[config.mk]
export PLATFORM = sky130hd
export DESIGN_NAME = debounced_wheel_encoder_heading_top_flat
export DESIGN_NICKNAME = d
export VERILOG_FILES = /design/src/rtl/core/dweh_pkg.sv /design/src/rtl/core/dweh_req_if.sv /design/src/rtl/core/dweh_rsp_if.sv /design/src/rtl/core/dweh_csr_if.sv /design/src/rtl/core/debounced_wheel_encoder_heading_top.sv /design/src/flat_wrapper.sv
export VERILOG_INCLUDE_DIRS = /design/src /design/src/rtl/core
export SDC_FILE = /design/constraint.sdc
export NUM_CORES = 2
export LEC_CHECK = 0
export BUFFER_PORTS_ARGS = -buffer_cell sky130_fd_sc_hd__buf_2
export CAP_MARGIN = 20
export CELL_PAD_IN_SITES_DETAIL_PLACEMENT = 1
export CELL_PAD_IN_SITES_GLOBAL_PLACEMENT = 2
export CORE_MARGIN = 8
export CORE_UTILIZATION = 44
export DETAILED_ROUTE_END_ITERATION = 10
export PLACE_DENSITY = 0.84
export SLEW_MARGIN = 10
export SYNTH_ARGS = -nofsm -noshare
export SYNTH_HDL_FRONTEND = slang
export SYNTH_SLANG_ARGS = --single-unit
[constraint.sdc]
create_clock -name clock -period 8.55 [get_ports clock]
set_input_delay 0.855 -clock clock [delete_from_list [all_inputs] [get_ports clock]]
set_output_delay 0.855 -clock clock [all_outputs]
set_load 0.01 [all_outputs]
[src/rtl/core/debounced_wheel_encoder_heading_top_assert.svh]
// Assertion macros for the wheel encoder block. Each macro expects signals
// named clock and reset in the scope where it is used.
`ifndef DEBOUNCED_WHEEL_ENCODER_HEADING_TOP_ASSERT_SVH
`define DEBOUNCED_WHEEL_ENCODER_HEADING_TOP_ASSERT_SVH

// Consequent must hold in the same cycle as the antecedent.
`define DWEH_ASSERT_NOW(label, ante, cons, msg) \
   label: assert property (@(posedge clock) disable iff (reset) (ante) |-> (cons)) \
      else $error(msg);

// Consequent must hold in the cycle after the antecedent.
`define DWEH_ASSERT_NEXT(label, ante, cons, msg) \
   label: assert property (@(posedge clock) disable iff (reset) (ante) |=> (cons)) \
      else $error(msg);

`endif

[src/rtl/core/dweh_pkg.sv]
`default_nettype none

package dweh_pkg;

   localparam int COUNT_WIDTH_DEFAULT = 32;
   localparam int TIMER_WIDTH_DEFAULT = 8;

   localparam int CMD_WIDTH       = 2;
   localparam int SPEED_WIDTH     = 8;
   localparam int RSP_COUNT_WIDTH = 32;
   localparam int HEADING_WIDTH   = 8;
   localparam int DUTY_WIDTH      = 8;
   localparam int LOCKOUT_WIDTH   = 8;
   localparam int SCALE_WIDTH     = 18;
   localparam int CSR_INDEX_WIDTH = 1;
   localparam int CSR_DATA_WIDTH  = SCALE_WIDTH;

   localparam logic [LOCKOUT_WIDTH-1:0] LOCKOUT_RESET = 8'd5;
   // About 1.515 in unsigned Q16.
   localparam logic [SCALE_WIDTH-1:0]   SCALE_RESET   = 18'd99287;

   localparam int FRAC_BITS  = 16;
   localparam int ROUND_HALF = 32768;
   localparam logic [HEADING_WIDTH-1:0] FOLD_MODULUS = 8'd255;

   typedef enum logic [CMD_WIDTH-1:0] {
      CMD_TICK  = 2'd0,
      CMD_LEFT  = 2'd1,
      CMD_RIGHT = 2'd2,
      CMD_SPEED = 2'd3
   } cmd_type;

   typedef enum logic [CSR_INDEX_WIDTH-1:0] {
      CSR_LOCKOUT = 1'd0,
      CSR_SCALE   = 1'd1
   } csr_index_type;

   typedef struct packed {
      logic                  reverse;
      logic [DUTY_WIDTH-1:0] duty;
   } drive_type;

   // Response fields that are known as soon as the request has updated the state.
   typedef struct packed {
      logic [RSP_COUNT_WIDTH-1:0] left_count;
      logic [RSP_COUNT_WIDTH-1:0] right_count;
      drive_type                  left_drive;
      drive_type                  right_drive;
      logic                       left_step;
      logic                       right_step;
   } rsp_base_type;

   // Negative speeds give 255 + 2*s, which is 2*s - 1 in eight bits.
   function automatic drive_type drive_of(input logic [SPEED_WIDTH-1:0] speed);
      drive_type result;
      result.reverse = speed[SPEED_WIDTH-1];
      if (speed[SPEED_WIDTH-1]) begin
         result.duty = DUTY_WIDTH'({speed[SPEED_WIDTH-2:0], 1'b0} + {DUTY_WIDTH{1'b1}});
      end else begin
         result.duty = {speed[SPEED_WIDTH-2:0], 1'b0};
      end
      return result;
   endfunction

endpackage

`default_nettype wire

[src/rtl/core/dweh_req_if.sv]
`default_nettype none

interface dweh_req_if;
   logic                                  valid;
   logic                                  ready;
   logic [dweh_pkg::CMD_WIDTH-1:0]        command;
   logic signed [dweh_pkg::SPEED_WIDTH-1:0] left_speed;
   logic signed [dweh_pkg::SPEED_WIDTH-1:0] right_speed;

   modport source (output valid, command, left_speed, right_speed, input ready);
   modport sink (input valid, command, left_speed, right_speed, output ready);
endinterface

`default_nettype wire

[src/rtl/core/dweh_rsp_if.sv]
`default_nettype none

interface dweh_rsp_if;
   logic                                         valid;
   logic                                         ready;
   logic signed [dweh_pkg::RSP_COUNT_WIDTH-1:0]  left_count;
   logic signed [dweh_pkg::RSP_COUNT_WIDTH-1:0]  right_count;
   logic [dweh_pkg::HEADING_WIDTH-1:0]           heading;
   logic [dweh_pkg::DUTY_WIDTH-1:0]              left_duty;
   logic                                         left_reverse;
   logic [dweh_pkg::DUTY_WIDTH-1:0]              right_duty;
   logic                                         right_reverse;
   logic                                         left_step;
   logic                                         right_step;

   modport source (output valid, left_count, right_count, heading, left_duty,
                   left_reverse, right_duty, right_reverse, left_step, right_step,
                   input ready);
   modport sink (input valid, left_count, right_count, heading, left_duty,
                 left_reverse, right_duty, right_reverse, left_step, right_step,
                 output ready);
endinterface

`default_nettype wire

[src/rtl/core/dweh_csr_if.sv]
`default_nettype none

interface dweh_csr_if;
   logic                                  valid;
   logic                                  ready;
   logic [dweh_pkg::CSR_INDEX_WIDTH-1:0]  index;
   logic [dweh_pkg::CSR_DATA_WIDTH-1:0]   data;

   modport source (output valid, index, data, input ready);
   modport sink (input valid, index, data, output ready);
endinterface

`default_nettype wire

[src/rtl/core/debounced_wheel_encoder_heading_top.sv]
// Six registers carry a response from the edge that accepts its request:
// the state snapshot, four heading stages (sign and magnitude, two
// half-width multiplies, a wide add, a byte-sum fold) and the output
// register. Throughput: one request per cycle while the output is not stalled.
// Reset (synchronous, active high) clears counts and directions, saturates
// both timers, zeroes the drives, loads lockout 5 and scale 99287, and
// empties the pipeline. Configuration writes are taken every cycle.
`default_nettype none

`include "debounced_wheel_encoder_heading_top_assert.svh"

module debounced_wheel_encoder_heading_top #(
   parameter int COUNT_WIDTH = dweh_pkg::COUNT_WIDTH_DEFAULT,
   parameter int TIMER_WIDTH = dweh_pkg::TIMER_WIDTH_DEFAULT
) (
   input  wire         clock,
   input  wire         reset,
   dweh_req_if.sink    req_ch,
   dweh_rsp_if.source  rsp_ch,
   dweh_csr_if.sink    csr_ch
);

   // The count magnitude is split into two halves, each small enough for one
   // multiplier with the 18-bit scale.
   localparam int HALF_WIDTH = (COUNT_WIDTH + 1) / 2;
   localparam int HIGH_WIDTH = COUNT_WIDTH - HALF_WIDTH;
   localparam int PROD_LO_WIDTH = HALF_WIDTH + dweh_pkg::SCALE_WIDTH;
   localparam int PROD_HI_WIDTH = HIGH_WIDTH + dweh_pkg::SCALE_WIDTH;
   localparam int PROD_WIDTH = COUNT_WIDTH + dweh_pkg::SCALE_WIDTH + 1;
   localparam int Q_WIDTH = PROD_WIDTH - dweh_pkg::FRAC_BITS;
   localparam int Q_BYTES = (Q_WIDTH + 7) / 8;
   localparam int SUM_WIDTH = $clog2(Q_BYTES * 255 + 1);
   localparam int CMP_WIDTH =
      (TIMER_WIDTH > dweh_pkg::LOCKOUT_WIDTH) ? TIMER_WIDTH : dweh_pkg::LOCKOUT_WIDTH;
   localparam logic [TIMER_WIDTH-1:0] TIMER_MAX = {TIMER_WIDTH{1'b1}};

   // ------------------------------------------------------------------
   // Configuration registers. The port never pushes back.
   // ------------------------------------------------------------------
   logic [dweh_pkg::LOCKOUT_WIDTH-1:0] lockout_ff;
   logic [dweh_pkg::SCALE_WIDTH-1:0]   scale_ff;

   assign csr_ch.ready = 1'b1;

   always_ff @(posedge clock) begin
      if (reset) begin
         lockout_ff <= dweh_pkg::LOCKOUT_RESET;
         scale_ff   <= dweh_pkg::SCALE_RESET;
      end else if (csr_ch.valid) begin
         case (dweh_pkg::csr_index_type'(csr_ch.index))
            dweh_pkg::CSR_LOCKOUT: begin
               lockout_ff <= csr_ch.data[dweh_pkg::LOCKOUT_WIDTH-1:0];
            end
            dweh_pkg::CSR_SCALE: begin
               scale_ff <= csr_ch.data;
            end
            default: begin
            end
         endcase
      end
   end

   // ------------------------------------------------------------------
   // Pipeline flow control. A stage loads when it is empty or when the
   // stage after it loads, so bubbles collapse and a request is taken
   // even while a finished response waits at the output.
   // ------------------------------------------------------------------
   logic s1_v_ff, s2_v_ff, s3_v_ff, s4_v_ff, s5_v_ff, out_v_ff;
   logic en1, en2, en3, en4, en5, en_out;
   logic accept;

   assign en_out = !out_v_ff || rsp_ch.ready;
   assign en5    = !s5_v_ff || en_out;
   assign en4    = !s4_v_ff || en5;
   assign en3    = !s3_v_ff || en4;
   assign en2    = !s2_v_ff || en3;
   assign en1    = !s1_v_ff || en2;

   assign req_ch.ready = en1;
   assign accept       = req_ch.valid && en1;

   always_ff @(posedge clock) begin
      if (reset) begin
         s1_v_ff  <= 1'b0;
         s2_v_ff  <= 1'b0;
         s3_v_ff  <= 1'b0;
         s4_v_ff  <= 1'b0;
         s5_v_ff  <= 1'b0;
         out_v_ff <= 1'b0;
      end else begin
         if (en1) begin
            s1_v_ff <= accept;
         end
         if (en2) begin
            s2_v_ff <= s1_v_ff;
         end
         if (en3) begin
            s3_v_ff <= s2_v_ff;
         end
         if (en4) begin
            s4_v_ff <= s3_v_ff;
         end
         if (en5) begin
            s5_v_ff <= s4_v_ff;
         end
         if (en_out) begin
            out_v_ff <= s5_v_ff;
         end
      end
   end

   // ------------------------------------------------------------------
   // Wheel state. Each accepted request updates it, and the updated values
   // are snapshotted into the first pipeline stage.
   // ------------------------------------------------------------------
   logic [COUNT_WIDTH-1:0] left_pos_ff, left_pos_in;
   logic [COUNT_WIDTH-1:0] right_pos_ff, right_pos_in;
   logic [TIMER_WIDTH-1:0] left_elapsed_ff, left_elapsed_in;
   logic [TIMER_WIDTH-1:0] right_elapsed_ff, right_elapsed_in;
   logic                   left_ahead_ff, left_ahead_in;
   logic                   right_ahead_ff, right_ahead_in;
   dweh_pkg::drive_type    left_drive_ff, left_drive_in;
   dweh_pkg::drive_type    right_drive_ff, right_drive_in;

   logic left_open, right_open;
   logic left_step_now, right_step_now;
   dweh_pkg::cmd_type cmd;

   assign cmd = dweh_pkg::cmd_type'(req_ch.command);

   // An edge counts only once the wheel's timer has run past the lockout.
   assign left_open  = CMP_WIDTH'(left_elapsed_ff) > CMP_WIDTH'(lockout_ff);
   assign right_open = CMP_WIDTH'(right_elapsed_ff) > CMP_WIDTH'(lockout_ff);

   always_comb begin
      left_pos_in      = left_pos_ff;
      right_pos_in     = right_pos_ff;
      left_elapsed_in  = left_elapsed_ff;
      right_elapsed_in = right_elapsed_ff;
      left_ahead_in    = left_ahead_ff;
      right_ahead_in   = right_ahead_ff;
      left_drive_in    = left_drive_ff;
      right_drive_in   = right_drive_ff;
      left_step_now    = 1'b0;
      right_step_now   = 1'b0;
      if (accept) begin
         case (cmd)
            dweh_pkg::CMD_TICK: begin
               // Both timers count milliseconds and stick at all ones.
               if (left_elapsed_ff != TIMER_MAX) begin
                  left_elapsed_in = left_elapsed_ff + 1'b1;
               end
               if (right_elapsed_ff != TIMER_MAX) begin
                  right_elapsed_in = right_elapsed_ff + 1'b1;
               end
            end
            dweh_pkg::CMD_LEFT: begin
               if (left_open) begin
                  left_step_now   = 1'b1;
                  left_elapsed_in = '0;
                  left_pos_in     = left_ahead_ff ? left_pos_ff + 1'b1 : left_pos_ff - 1'b1;
               end
            end
            dweh_pkg::CMD_RIGHT: begin
               if (right_open) begin
                  right_step_now   = 1'b1;
                  right_elapsed_in = '0;
                  right_pos_in     =
                     right_ahead_ff ? right_pos_ff + 1'b1 : right_pos_ff - 1'b1;
               end
            end
            dweh_pkg::CMD_SPEED: begin
               left_drive_in  = dweh_pkg::drive_of(req_ch.left_speed);
               right_drive_in = dweh_pkg::drive_of(req_ch.right_speed);
               // A zero speed keeps the remembered direction.
               if (req_ch.left_speed != '0) begin
                  left_ahead_in = !req_ch.left_speed[dweh_pkg::SPEED_WIDTH-1];
               end
               if (req_ch.right_speed != '0) begin
                  right_ahead_in = !req_ch.right_speed[dweh_pkg::SPEED_WIDTH-1];
               end
            end
            default: begin
            end
         endcase
      end
   end

   always_ff @(posedge clock) begin
      if (reset) begin
         left_pos_ff      <= '0;
         right_pos_ff     <= '0;
         left_elapsed_ff  <= TIMER_MAX;
         right_elapsed_ff <= TIMER_MAX;
         left_ahead_ff    <= 1'b0;
         right_ahead_ff   <= 1'b0;
         left_drive_ff    <= '0;
         right_drive_ff   <= '0;
      end else begin
         left_pos_ff      <= left_pos_in;
         right_pos_ff     <= right_pos_in;
         left_elapsed_ff  <= left_elapsed_in;
         right_elapsed_ff <= right_elapsed_in;
         left_ahead_ff    <= left_ahead_in;
         right_ahead_ff   <= right_ahead_in;
         left_drive_ff    <= left_drive_in;
         right_drive_ff   <= right_drive_in;
      end
   end

   // ------------------------------------------------------------------
   // Stage 1: snapshot of the state as this request left it.
   // ------------------------------------------------------------------
   dweh_pkg::rsp_base_type s1_base_ff, s1_base_in;
   logic [COUNT_WIDTH-1:0] s1_left_pos_ff, s1_right_pos_ff;

   always_comb begin
      s1_base_in.left_count  = dweh_pkg::RSP_COUNT_WIDTH'(left_pos_in);
      s1_base_in.right_count = dweh_pkg::RSP_COUNT_WIDTH'(right_pos_in);
      s1_base_in.left_drive  = left_drive_in;
      s1_base_in.right_drive = right_drive_in;
      s1_base_in.left_step   = left_step_now;
      s1_base_in.right_step  = right_step_now;
   end

   always_ff @(posedge clock) begin
      if (en1) begin
         s1_base_ff      <= s1_base_in;
         s1_left_pos_ff  <= left_pos_in;
         s1_right_pos_ff <= right_pos_in;
      end
   end

   // ------------------------------------------------------------------
   // Stage 2: sign and magnitude of the wrapped count difference. Both
   // subtraction orders run side by side and the sign picks one.
   // ------------------------------------------------------------------
   dweh_pkg::rsp_base_type s2_base_ff;
   logic                   s2_neg_ff, s2_neg_in;
   logic [COUNT_WIDTH-1:0] s2_mag_ff, s2_mag_in;
   logic [COUNT_WIDTH-1:0] diff_fwd, diff_back;

   assign diff_fwd  = s1_right_pos_ff - s1_left_pos_ff;
   assign diff_back = s1_left_pos_ff - s1_right_pos_ff;
   assign s2_neg_in = diff_fwd[COUNT_WIDTH-1];
   assign s2_mag_in = s2_neg_in ? diff_back : diff_fwd;

   always_ff @(posedge clock) begin
      if (en2) begin
         s2_base_ff <= s1_base_ff;
         s2_neg_ff  <= s2_neg_in;
         s2_mag_ff  <= s2_mag_in;
      end
   end

   // ------------------------------------------------------------------
   // Stage 3: two half-width products with the scale.
   // ------------------------------------------------------------------
   dweh_pkg::rsp_base_type   s3_base_ff;
   logic                     s3_neg_ff;
   logic [PROD_LO_WIDTH-1:0] s3_prod_lo_ff, s3_prod_lo_in;
   logic [PROD_HI_WIDTH-1:0] s3_prod_hi_ff, s3_prod_hi_in;

   assign s3_prod_lo_in = PROD_LO_WIDTH'(s2_mag_ff[HALF_WIDTH-1:0]) * PROD_LO_WIDTH'(scale_ff);
   assign s3_prod_hi_in =
      PROD_HI_WIDTH'(s2_mag_ff[COUNT_WIDTH-1:HALF_WIDTH]) * PROD_HI_WIDTH'(scale_ff);

   always_ff @(posedge clock) begin
      if (en3) begin
         s3_base_ff    <= s2_base_ff;
         s3_neg_ff     <= s2_neg_ff;
         s3_prod_lo_ff <= s3_prod_lo_in;
         s3_prod_hi_ff <= s3_prod_hi_in;
      end
   end

   // ------------------------------------------------------------------
   // Stage 4: full product plus one half, then drop the Q16 fraction.
   // ------------------------------------------------------------------
   dweh_pkg::rsp_base_type s4_base_ff;
   logic                   s4_neg_ff;
   logic [Q_WIDTH-1:0]     s4_q_ff;
   logic [PROD_WIDTH-1:0]  prod_sum;

   assign prod_sum = (PROD_WIDTH'(s3_prod_hi_ff) << HALF_WIDTH) + PROD_WIDTH'(s3_prod_lo_ff)
                     + PROD_WIDTH'(dweh_pkg::ROUND_HALF);

   always_ff @(posedge clock) begin
      if (en4) begin
         s4_base_ff <= s3_base_ff;
         s4_neg_ff  <= s3_neg_ff;
         s4_q_ff    <= prod_sum[PROD_WIDTH-1:dweh_pkg::FRAC_BITS];
      end
   end

   // ------------------------------------------------------------------
   // Stage 5: since 256 is 1 modulo 255, the byte sum of q has the same
   // residue as q. The bytes are independent, so this is an adder tree.
   // ------------------------------------------------------------------
   dweh_pkg::rsp_base_type   s5_base_ff;
   logic                     s5_neg_ff;
   logic                     s5_nonzero_ff;
   logic [SUM_WIDTH-1:0]     s5_sum_ff, s5_sum_in;
   logic [Q_BYTES*8-1:0]     q_padded;

   assign q_padded = (Q_BYTES * 8)'(s4_q_ff);

   always_comb begin
      s5_sum_in = '0;
      for (int b = 0; b < Q_BYTES; b++) begin
         s5_sum_in = s5_sum_in + SUM_WIDTH'(q_padded[b*8 +: 8]);
      end
   end

   always_ff @(posedge clock) begin
      if (en5) begin
         s5_base_ff    <= s4_base_ff;
         s5_neg_ff     <= s4_neg_ff;
         s5_nonzero_ff <= |s4_q_ff;
         s5_sum_ff     <= s5_sum_in;
      end
   end

   // ------------------------------------------------------------------
   // Output register: one more byte fold, a single conditional subtract,
   // and the reflection for a negative difference (a negative difference
   // with a nonzero scaled value whose residue is zero reads as 255).
   // ------------------------------------------------------------------
   dweh_pkg::rsp_base_type              out_base_ff;
   logic [dweh_pkg::HEADING_WIDTH-1:0]  out_heading_ff, out_heading_in;
   logic [8:0]                          fold_sum;
   logic [dweh_pkg::HEADING_WIDTH-1:0]  residue;

   assign fold_sum = 9'(s5_sum_ff[SUM_WIDTH-1:8]) + 9'(s5_sum_ff[7:0]);
   assign residue  = (fold_sum >= 9'(dweh_pkg::FOLD_MODULUS))
                     ? 8'(fold_sum - 9'(dweh_pkg::FOLD_MODULUS)) : 8'(fold_sum);
   assign out_heading_in = (s5_neg_ff && s5_nonzero_ff)
                           ? dweh_pkg::FOLD_MODULUS - residue : residue;

   always_ff @(posedge clock) begin
      if (en_out) begin
         out_base_ff    <= s5_base_ff;
         out_heading_ff <= out_heading_in;
      end
   end

   assign rsp_ch.valid         = out_v_ff;
   assign rsp_ch.left_count    = out_base_ff.left_count;
   assign rsp_ch.right_count   = out_base_ff.right_count;
   assign rsp_ch.heading       = out_heading_ff;
   assign rsp_ch.left_duty     = out_base_ff.left_drive.duty;
   assign rsp_ch.left_reverse  = out_base_ff.left_drive.reverse;
   assign rsp_ch.right_duty    = out_base_ff.right_drive.duty;
   assign rsp_ch.right_reverse = out_base_ff.right_drive.reverse;
   assign rsp_ch.left_step     = out_base_ff.left_step;
   assign rsp_ch.right_step    = out_base_ff.right_step;

   // ------------------------------------------------------------------
   // Assertions.
   // ------------------------------------------------------------------
   `DWEH_ASSERT_NOW(a_ready_when_drained, !out_v_ff, req_ch.ready,
      "request stalled with an empty output register")
   `DWEH_ASSERT_NEXT(a_left_edge_clears, left_step_now, left_elapsed_ff == '0,
      "accepted left edge did not clear its timer")
   `DWEH_ASSERT_NEXT(a_left_pos_held, !left_step_now, $stable(left_pos_ff),
      "left count moved without an accepted left edge")
   `DWEH_ASSERT_NEXT(a_right_pos_held, !right_step_now, $stable(right_pos_ff),
      "right count moved without an accepted right edge")
   `DWEH_ASSERT_NOW(a_steps_exclusive, out_v_ff,
      !(out_base_ff.left_step && out_base_ff.right_step),
      "one response carries steps on both wheels")

endmodule

`default_nettype wire
[src/flat_wrapper.sv]
// flat-port wrapper written by rule: the top's interface ports become plain ports
module debounced_wheel_encoder_heading_top_flat 
#(
   parameter int COUNT_WIDTH = dweh_pkg::COUNT_WIDTH_DEFAULT,
   parameter int TIMER_WIDTH = dweh_pkg::TIMER_WIDTH_DEFAULT
)
  (clock, reset, req_ch_valid, req_ch_command, req_ch_left_speed, req_ch_right_speed, req_ch_ready, rsp_ch_valid, rsp_ch_left_count, rsp_ch_right_count, rsp_ch_heading, rsp_ch_left_duty, rsp_ch_left_reverse, rsp_ch_right_duty, rsp_ch_right_reverse, rsp_ch_left_step, rsp_ch_right_step, rsp_ch_ready, csr_ch_valid, csr_ch_index, csr_ch_data, csr_ch_ready);
  dweh_req_if req_ch_i ();
  dweh_rsp_if rsp_ch_i ();
  dweh_csr_if csr_ch_i ();
  input  wire clock;
  input  wire reset;
  input wire logic [$bits(req_ch_i.valid)-1:0] req_ch_valid;
  input wire logic [$bits(req_ch_i.command)-1:0] req_ch_command;
  input wire logic [$bits(req_ch_i.left_speed)-1:0] req_ch_left_speed;
  input wire logic [$bits(req_ch_i.right_speed)-1:0] req_ch_right_speed;
  output wire logic [$bits(req_ch_i.ready)-1:0] req_ch_ready;
  output wire logic [$bits(rsp_ch_i.valid)-1:0] rsp_ch_valid;
  output wire logic [$bits(rsp_ch_i.left_count)-1:0] rsp_ch_left_count;
  output wire logic [$bits(rsp_ch_i.right_count)-1:0] rsp_ch_right_count;
  output wire logic [$bits(rsp_ch_i.heading)-1:0] rsp_ch_heading;
  output wire logic [$bits(rsp_ch_i.left_duty)-1:0] rsp_ch_left_duty;
  output wire logic [$bits(rsp_ch_i.left_reverse)-1:0] rsp_ch_left_reverse;
  output wire logic [$bits(rsp_ch_i.right_duty)-1:0] rsp_ch_right_duty;
  output wire logic [$bits(rsp_ch_i.right_reverse)-1:0] rsp_ch_right_reverse;
  output wire logic [$bits(rsp_ch_i.left_step)-1:0] rsp_ch_left_step;
  output wire logic [$bits(rsp_ch_i.right_step)-1:0] rsp_ch_right_step;
  input wire logic [$bits(rsp_ch_i.ready)-1:0] rsp_ch_ready;
  input wire logic [$bits(csr_ch_i.valid)-1:0] csr_ch_valid;
  input wire logic [$bits(csr_ch_i.index)-1:0] csr_ch_index;
  input wire logic [$bits(csr_ch_i.data)-1:0] csr_ch_data;
  output wire logic [$bits(csr_ch_i.ready)-1:0] csr_ch_ready;
  assign req_ch_i.valid = req_ch_valid;
  assign req_ch_i.command = req_ch_command;
  assign req_ch_i.left_speed = req_ch_left_speed;
  assign req_ch_i.right_speed = req_ch_right_speed;
  assign req_ch_ready = req_ch_i.ready;
  assign rsp_ch_valid = rsp_ch_i.valid;
  assign rsp_ch_left_count = rsp_ch_i.left_count;
  assign rsp_ch_right_count = rsp_ch_i.right_count;
  assign rsp_ch_heading = rsp_ch_i.heading;
  assign rsp_ch_left_duty = rsp_ch_i.left_duty;
  assign rsp_ch_left_reverse = rsp_ch_i.left_reverse;
  assign rsp_ch_right_duty = rsp_ch_i.right_duty;
  assign rsp_ch_right_reverse = rsp_ch_i.right_reverse;
  assign rsp_ch_left_step = rsp_ch_i.left_step;
  assign rsp_ch_right_step = rsp_ch_i.right_step;
  assign rsp_ch_i.ready = rsp_ch_ready;
  assign csr_ch_i.valid = csr_ch_valid;
  assign csr_ch_i.index = csr_ch_index;
  assign csr_ch_i.data = csr_ch_data;
  assign csr_ch_ready = csr_ch_i.ready;
  debounced_wheel_encoder_heading_top #(.COUNT_WIDTH(COUNT_WIDTH), .TIMER_WIDTH(TIMER_WIDTH)) u_core (.clock(clock), .reset(reset), .req_ch(req_ch_i), .rsp_ch(rsp_ch_i), .csr_ch(csr_ch_i));
endmodule
==> parameters.txt <==
Parameter                              Value

Critical path
  Crit path from    u_core.scale_ff[14]$_SDFFE_PP0P_
  Required time of the critical path    8.96 ns
  Worst setup SP type    flop
  Maximum fanout count along the critical path    14
  Arrival time at the worst endpoint    about 7.6 ns
  Cell repeated most along the worst path    sky130_fd_sc_hd__fa_1
  Critical register-to-register path startpoint    u_core.scale_ff[14]$_SDFFE_PP0P_
  Worst Setup End Kind    flop
  Count of cells along the worst register-to-register path    24
  Cells along the critical path    buf_4 > and2_1 > fa_1 > inv_1 > fa_1 > fa_1 > inv_1 > fa_1 > fa_1 > inv_1 > fa_1 > inv_1 > ha_1 > a21o_1 > a21o_1 > a21oi_1 > o21ai_0 > a2111oi_0 > buf_4 > o21ai_0 > a31oi_1 > o21bai_1 > a21oi_1 > xnor2_1
  Setup slack on the worst flop-to-flop path    1.34 ns
  Slowest library cell on the worst path    sky130_fd_sc_hd__dfxtp_1
  Type of the worst setup path    reg2reg
  Critical path endpoint    u_core.s3_prod_hi_ff[31]$_DFFE_PP_
  Largest stage delay on the critical path    0.85 ns
  Worst r2r dst    u_core.s3_prod_hi_ff[31]$_DFFE_PP_

Clock tree
  Clock latency reported for the late side of the worst-skew pair    0.68 ns
  Resized Gates After CTS    0
  Num CTS Buffers    between 80 and 90
  TritonCTS clock tree    done
  Post-CTS Hold Buffers    0
  Post-CTS Setup Inserts    0
  Clock root buffer master    sky130_fd_sc_hd__clkbuf_16
  Clock slew seen by the registers of the worst setup and hold paths    0.06 ns
  Worst-case clock buffer depth    3
  H-tree depth reported by CTS    3
  # clock sinks    780

STA
  Number of pins exceeding their max-slew limit in the final report    0
  Crit share post-route    84.34%
  Transition time of the tightest slew-check pin    1.025 ns
  Count of final hold-check violations    0
  Unrepaired setup endpoints after global routing    false
  Clock skew after layout    0.02481 ns
  Final worst-path setup slack    1.339 ns
  Achievable Freq    ~140 MHz
  Final setup violation count    0
  Sum of negative setup slack    0 ns
  Slew Limit Headroom    31.65%
  Shortest period the worst path allows    7.211 ns

Yosys
  Number of synthesized flops with an enable pin    648
  Count of unique library cells instantiated by Yosys    83
  Top_reg_cell synth    sky130_fd_sc_hd__edfxtp_1
  Mean cell area of the mapped netlist    approximately 11 sq um
  Net count after synthesis    roughly 5500
  Register area share after synthesis    42.42%
  Post-synthesis async set-or-reset flop share    0%
  Synthesized area    roughly 52000 sq um
  Yosys reg bits    780
  Gate count of the mapped netlist    4616
  Yosys warning total    0

Run status
  Result of the run    finished, final reports clean

Finish
  Filler cell count    12570
  Combined flip-flop and latch cell area    approximately 22000 sq um
  Fraction of layout cells with a size suffix above 1    7.899%
  Syn-to-layout area delta    10.26%
  Area of the multi-input gates    ~27000 sq um
  Nets    5626

Global route
  Number of global-route vias before repair    approximately 37000
  Global-route wire length before repair    214200 microns
  Number of antenna violations at the first check in global routing    11
  Pin count of the biggest net entering global routing    between 80 and 90
  Total gr overflow    0
  Global router's overall resource usage    20.86%

Routing
  Detailed router's first-iteration violation count    1541
  DR WL/cell    21.43 microns
  Number of detailed-routing iterations run before antenna repair    5
  # DRC    0
  Total number of vias    33670
  Vias per Instance    5.312
  Total Routed Length    135800 microns
  Final ANT Viol Nets    0

Floorplan
  Initial standard-cell utilization of the core    44.25%
  Core area    117800 sq um
  Die Footprint    129700 sq um
  Number of placement rows    ~130
  Die span in y    360.1 microns
  Number of ports placed on the die boundary    ~140
  Horizontal die dimension    360.1 microns

Placement
  PortBufs    135
  Routability-driven placement congestion ratio    0.8374
  Setup Slack @ Placement    1.366 ns
  Detailed Place HPWL    102000 microns

Job
  Max Cap Violations    0

Min path
  Path category of the worst min-delay check    in2reg
==> critical path: cells and delay by family, from the launching register on <==
family / cells / cell delay (ns)
XOR/XNOR: 1 / 0.08
adder cells (fa/ha/maj): 7 / 3.17
flip-flops: 1 / 0.85
AO/OA/AOI/OAI: 9 / 1.86
buffers and inverters: 6 / 0.79
AND/OR/NAND/NOR: 1 / 0.18
==> synth_stat cells, types with 5 or more instances <==
| master | n | area (sq um) |
|---|---|---|
| sky130_fd_sc_hd__a2111oi_0 | 7 | 61.31 |
| sky130_fd_sc_hd__a211o_1 | 12 | 105.1 |
| sky130_fd_sc_hd__a211oi_1 | 22 | 165.2 |
| sky130_fd_sc_hd__a21boi_0 | 5 | 37.54 |
| sky130_fd_sc_hd__a21o_1 | 101 | 758.2 |
| sky130_fd_sc_hd__a21oi_1 | 205 | 1026 |
| sky130_fd_sc_hd__a221oi_1 | 10 | 87.58 |
| sky130_fd_sc_hd__a31oi_1 | 17 | 106.4 |
| sky130_fd_sc_hd__a41oi_1 | 5 | 43.79 |
| sky130_fd_sc_hd__and2_1 | 281 | 1758 |
| sky130_fd_sc_hd__and3_1 | 19 | 118.9 |
| sky130_fd_sc_hd__and4_1 | 6 | 52.55 |
| sky130_fd_sc_hd__buf_1 | 8 | 30.03 |
| sky130_fd_sc_hd__buf_2 | 15 | 75.07 |
| sky130_fd_sc_hd__clkbuf_1 | 136 | 510.5 |
| sky130_fd_sc_hd__dfxtp_1 | 132 | 2643 |
| sky130_fd_sc_hd__edfxtp_1 | 648 | 19460 |
| sky130_fd_sc_hd__fa_1 | 461 | 9229 |
| sky130_fd_sc_hd__ha_1 | 398 | 4980 |
| sky130_fd_sc_hd__inv_1 | 653 | 2451 |
| sky130_fd_sc_hd__mux2_2 | 26 | 292.8 |
| sky130_fd_sc_hd__mux2i_1 | 18 | 180.2 |
| sky130_fd_sc_hd__nand2_1 | 535 | 2008 |
| sky130_fd_sc_hd__nand2b_1 | 18 | 112.6 |
| sky130_fd_sc_hd__nand3_1 | 47 | 235.2 |
| sky130_fd_sc_hd__nand3b_1 | 15 | 112.6 |
| sky130_fd_sc_hd__nand4_1 | 39 | 244.0 |
| sky130_fd_sc_hd__nor2_1 | 118 | 442.9 |
| sky130_fd_sc_hd__nor2b_1 | 95 | 594.3 |
| sky130_fd_sc_hd__nor3_1 | 33 | 165.2 |
| sky130_fd_sc_hd__nor4_1 | 14 | 87.58 |
| sky130_fd_sc_hd__o211ai_1 | 9 | 67.56 |
| sky130_fd_sc_hd__o21a_1 | 18 | 135.1 |
| sky130_fd_sc_hd__o21ai_0 | 115 | 575.6 |
| sky130_fd_sc_hd__o21ai_1 | 11 | 55.05 |
| sky130_fd_sc_hd__o21bai_1 | 50 | 375.4 |
| sky130_fd_sc_hd__o31ai_1 | 7 | 52.55 |
| sky130_fd_sc_hd__or3_1 | 12 | 75.07 |
| sky130_fd_sc_hd__xnor2_1 | 142 | 1244 |
| sky130_fd_sc_hd__xor2_1 | 79 | 691.9 |
==> sequential cells by signal (all words and copies together), names as in the netlist, 9 cells and up <==
register and flops:
u_core.s1_base_ff 84, u_core.s2_base_ff 84, u_core.s3_base_ff 84, u_core.s4_base_ff 84
u_core.s5_base_ff 84, u_core.s4_q_ff 35, u_core.s3_prod_hi_ff 34, u_core.left_pos_ff 32
u_core.right_pos_ff 32, u_core.rsp_ch.left_count 32, u_core.rsp_ch.right_count 32, u_core.s2_mag_ff 32
u_core.s3_prod_lo_ff 19, u_core.scale_ff 18, u_core.s5_sum_ff 11, u_core.left_drive_ff 9
u_core.right_drive_ff 9
==> cells by family after synthesis <==
kind of cell	count (synthesis)	share of synthesized area (%)
buffers and inverters	817	5.938
muxes	45	0.9365
other	1	0.007197
adders and majority gates	859	27.27
AOI/OAI and AO/OA	643	7.905
xor gates and xnor gates	221	3.715
DFF	780	42.42
and+or+nand+nor	1250	11.81
==> layout make-up <==
| class | instances | area share, % |
|---|---|---|
| Clock inverter | 55 | 1.095 |
| Multi-Input combinational cell | 3019 | 46.90 |
| Clock buffer | 106 | 4.020 |
| Tap cell | 1536 | 3.345 |
| Antenna cell | 4 | 0.01742 |
| Inverter | 655 | 4.288 |
| Sequential cell | 780 | 38.47 |
| Timing Repair Buffer | 183 | 1.864 |
==> placed cells by master, fill, tap and decap left out, types with 14 or more instances in the layout <==
master / count
sky130_fd_sc_hd__mux2_2: 26
sky130_fd_sc_hd__clkbuf_16: 88
sky130_fd_sc_hd__a21o_1: 101
sky130_fd_sc_hd__fa_1: 461
sky130_fd_sc_hd__mux2i_1: 18
sky130_fd_sc_hd__edfxtp_1: 648
sky130_fd_sc_hd__o21a_1: 18
sky130_fd_sc_hd__and2_1: 280
sky130_fd_sc_hd__nor3_1: 33
sky130_fd_sc_hd__clkbuf_1: 14
sky130_fd_sc_hd__xor2_1: 79
sky130_fd_sc_hd__nand3b_1: 15
sky130_fd_sc_hd__nor4_1: 14
sky130_fd_sc_hd__buf_4: 47
sky130_fd_sc_hd__inv_1: 651
sky130_fd_sc_hd__and3_1: 19
sky130_fd_sc_hd__nor2_1: 118
sky130_fd_sc_hd__nand4_1: 39
sky130_fd_sc_hd__buf_2: 134
sky130_fd_sc_hd__a31oi_1: 17
sky130_fd_sc_hd__a211oi_1: 22
sky130_fd_sc_hd__xnor2_1: 142
sky130_fd_sc_hd__nor2b_1: 95
sky130_fd_sc_hd__nand2_1: 532
sky130_fd_sc_hd__nand2b_1: 18
sky130_fd_sc_hd__clkinv_2: 16
sky130_fd_sc_hd__o21bai_1: 50
sky130_fd_sc_hd__dfxtp_1: 130
sky130_fd_sc_hd__ha_1: 398
sky130_fd_sc_hd__nand3_1: 46
sky130_fd_sc_hd__o21ai_0: 115
sky130_fd_sc_hd__a21oi_1: 205
==> metal layers <==
layer | track usage (%) | share of wire [%] | vias up | routed length, microns
met1 | 26.56 | 43 | 17350 | 58880
met2 | 37.25 | 51 | 556 | 68650
met4 | 5.044 | 2.0 | 6 | 2740
met3 | 3.170 | 4.1 | 162 | 5502
li1 | - | - | 15590 | -
met5 | 0 | 0.029 | - | 40
==> worst min-delay path by stage <==
stage	depth (start not counted)	endpoint	from
2_1_floorplan	0	u_core.rsp_ch.left_count[0]$_DFFE_PP_	u_core.s5_base_ff[52]$_DFFE_PP_
3_3_place_gp	0	u_core.s2_base_ff[16]$_DFFE_PP_	u_core.s1_base_ff[16]$_DFFE_PN_
3_5_place_dp	0	u_core.s3_base_ff[0]$_DFFE_PP_	u_core.s2_base_ff[0]$_DFFE_PP_
4_1_cts	3	u_core.scale_ff[16]$_SDFFE_PP1P_	csr_ch_data[16]
5_1_grt	3	u_core.scale_ff[15]$_SDFFE_PP1P_	csr_ch_data[15]
6_report	3	u_core.scale_ff[16]$_SDFFE_PP1P_	csr_ch_data[16]
==> metrics by stage <==
step	hold slack (ns)	area [sq um]	std cells	util, %
3_5_place_dp	0.4052	54470	6172	46.26
4_1_cts	0.3607	57410	6333	48.75
2_1_floorplan	0.4003	52110	4616	-
3_3_place_gp	0.4009	54470	6172	46.26
6_report	0.4038	57450	6338	48.78
5_1_grt	0.3861	57440	6334	48.78
Power is left out: the tool's default activity adds up to more than one toggle a clock period on the data nets, which glitch-free logic cannot reach.
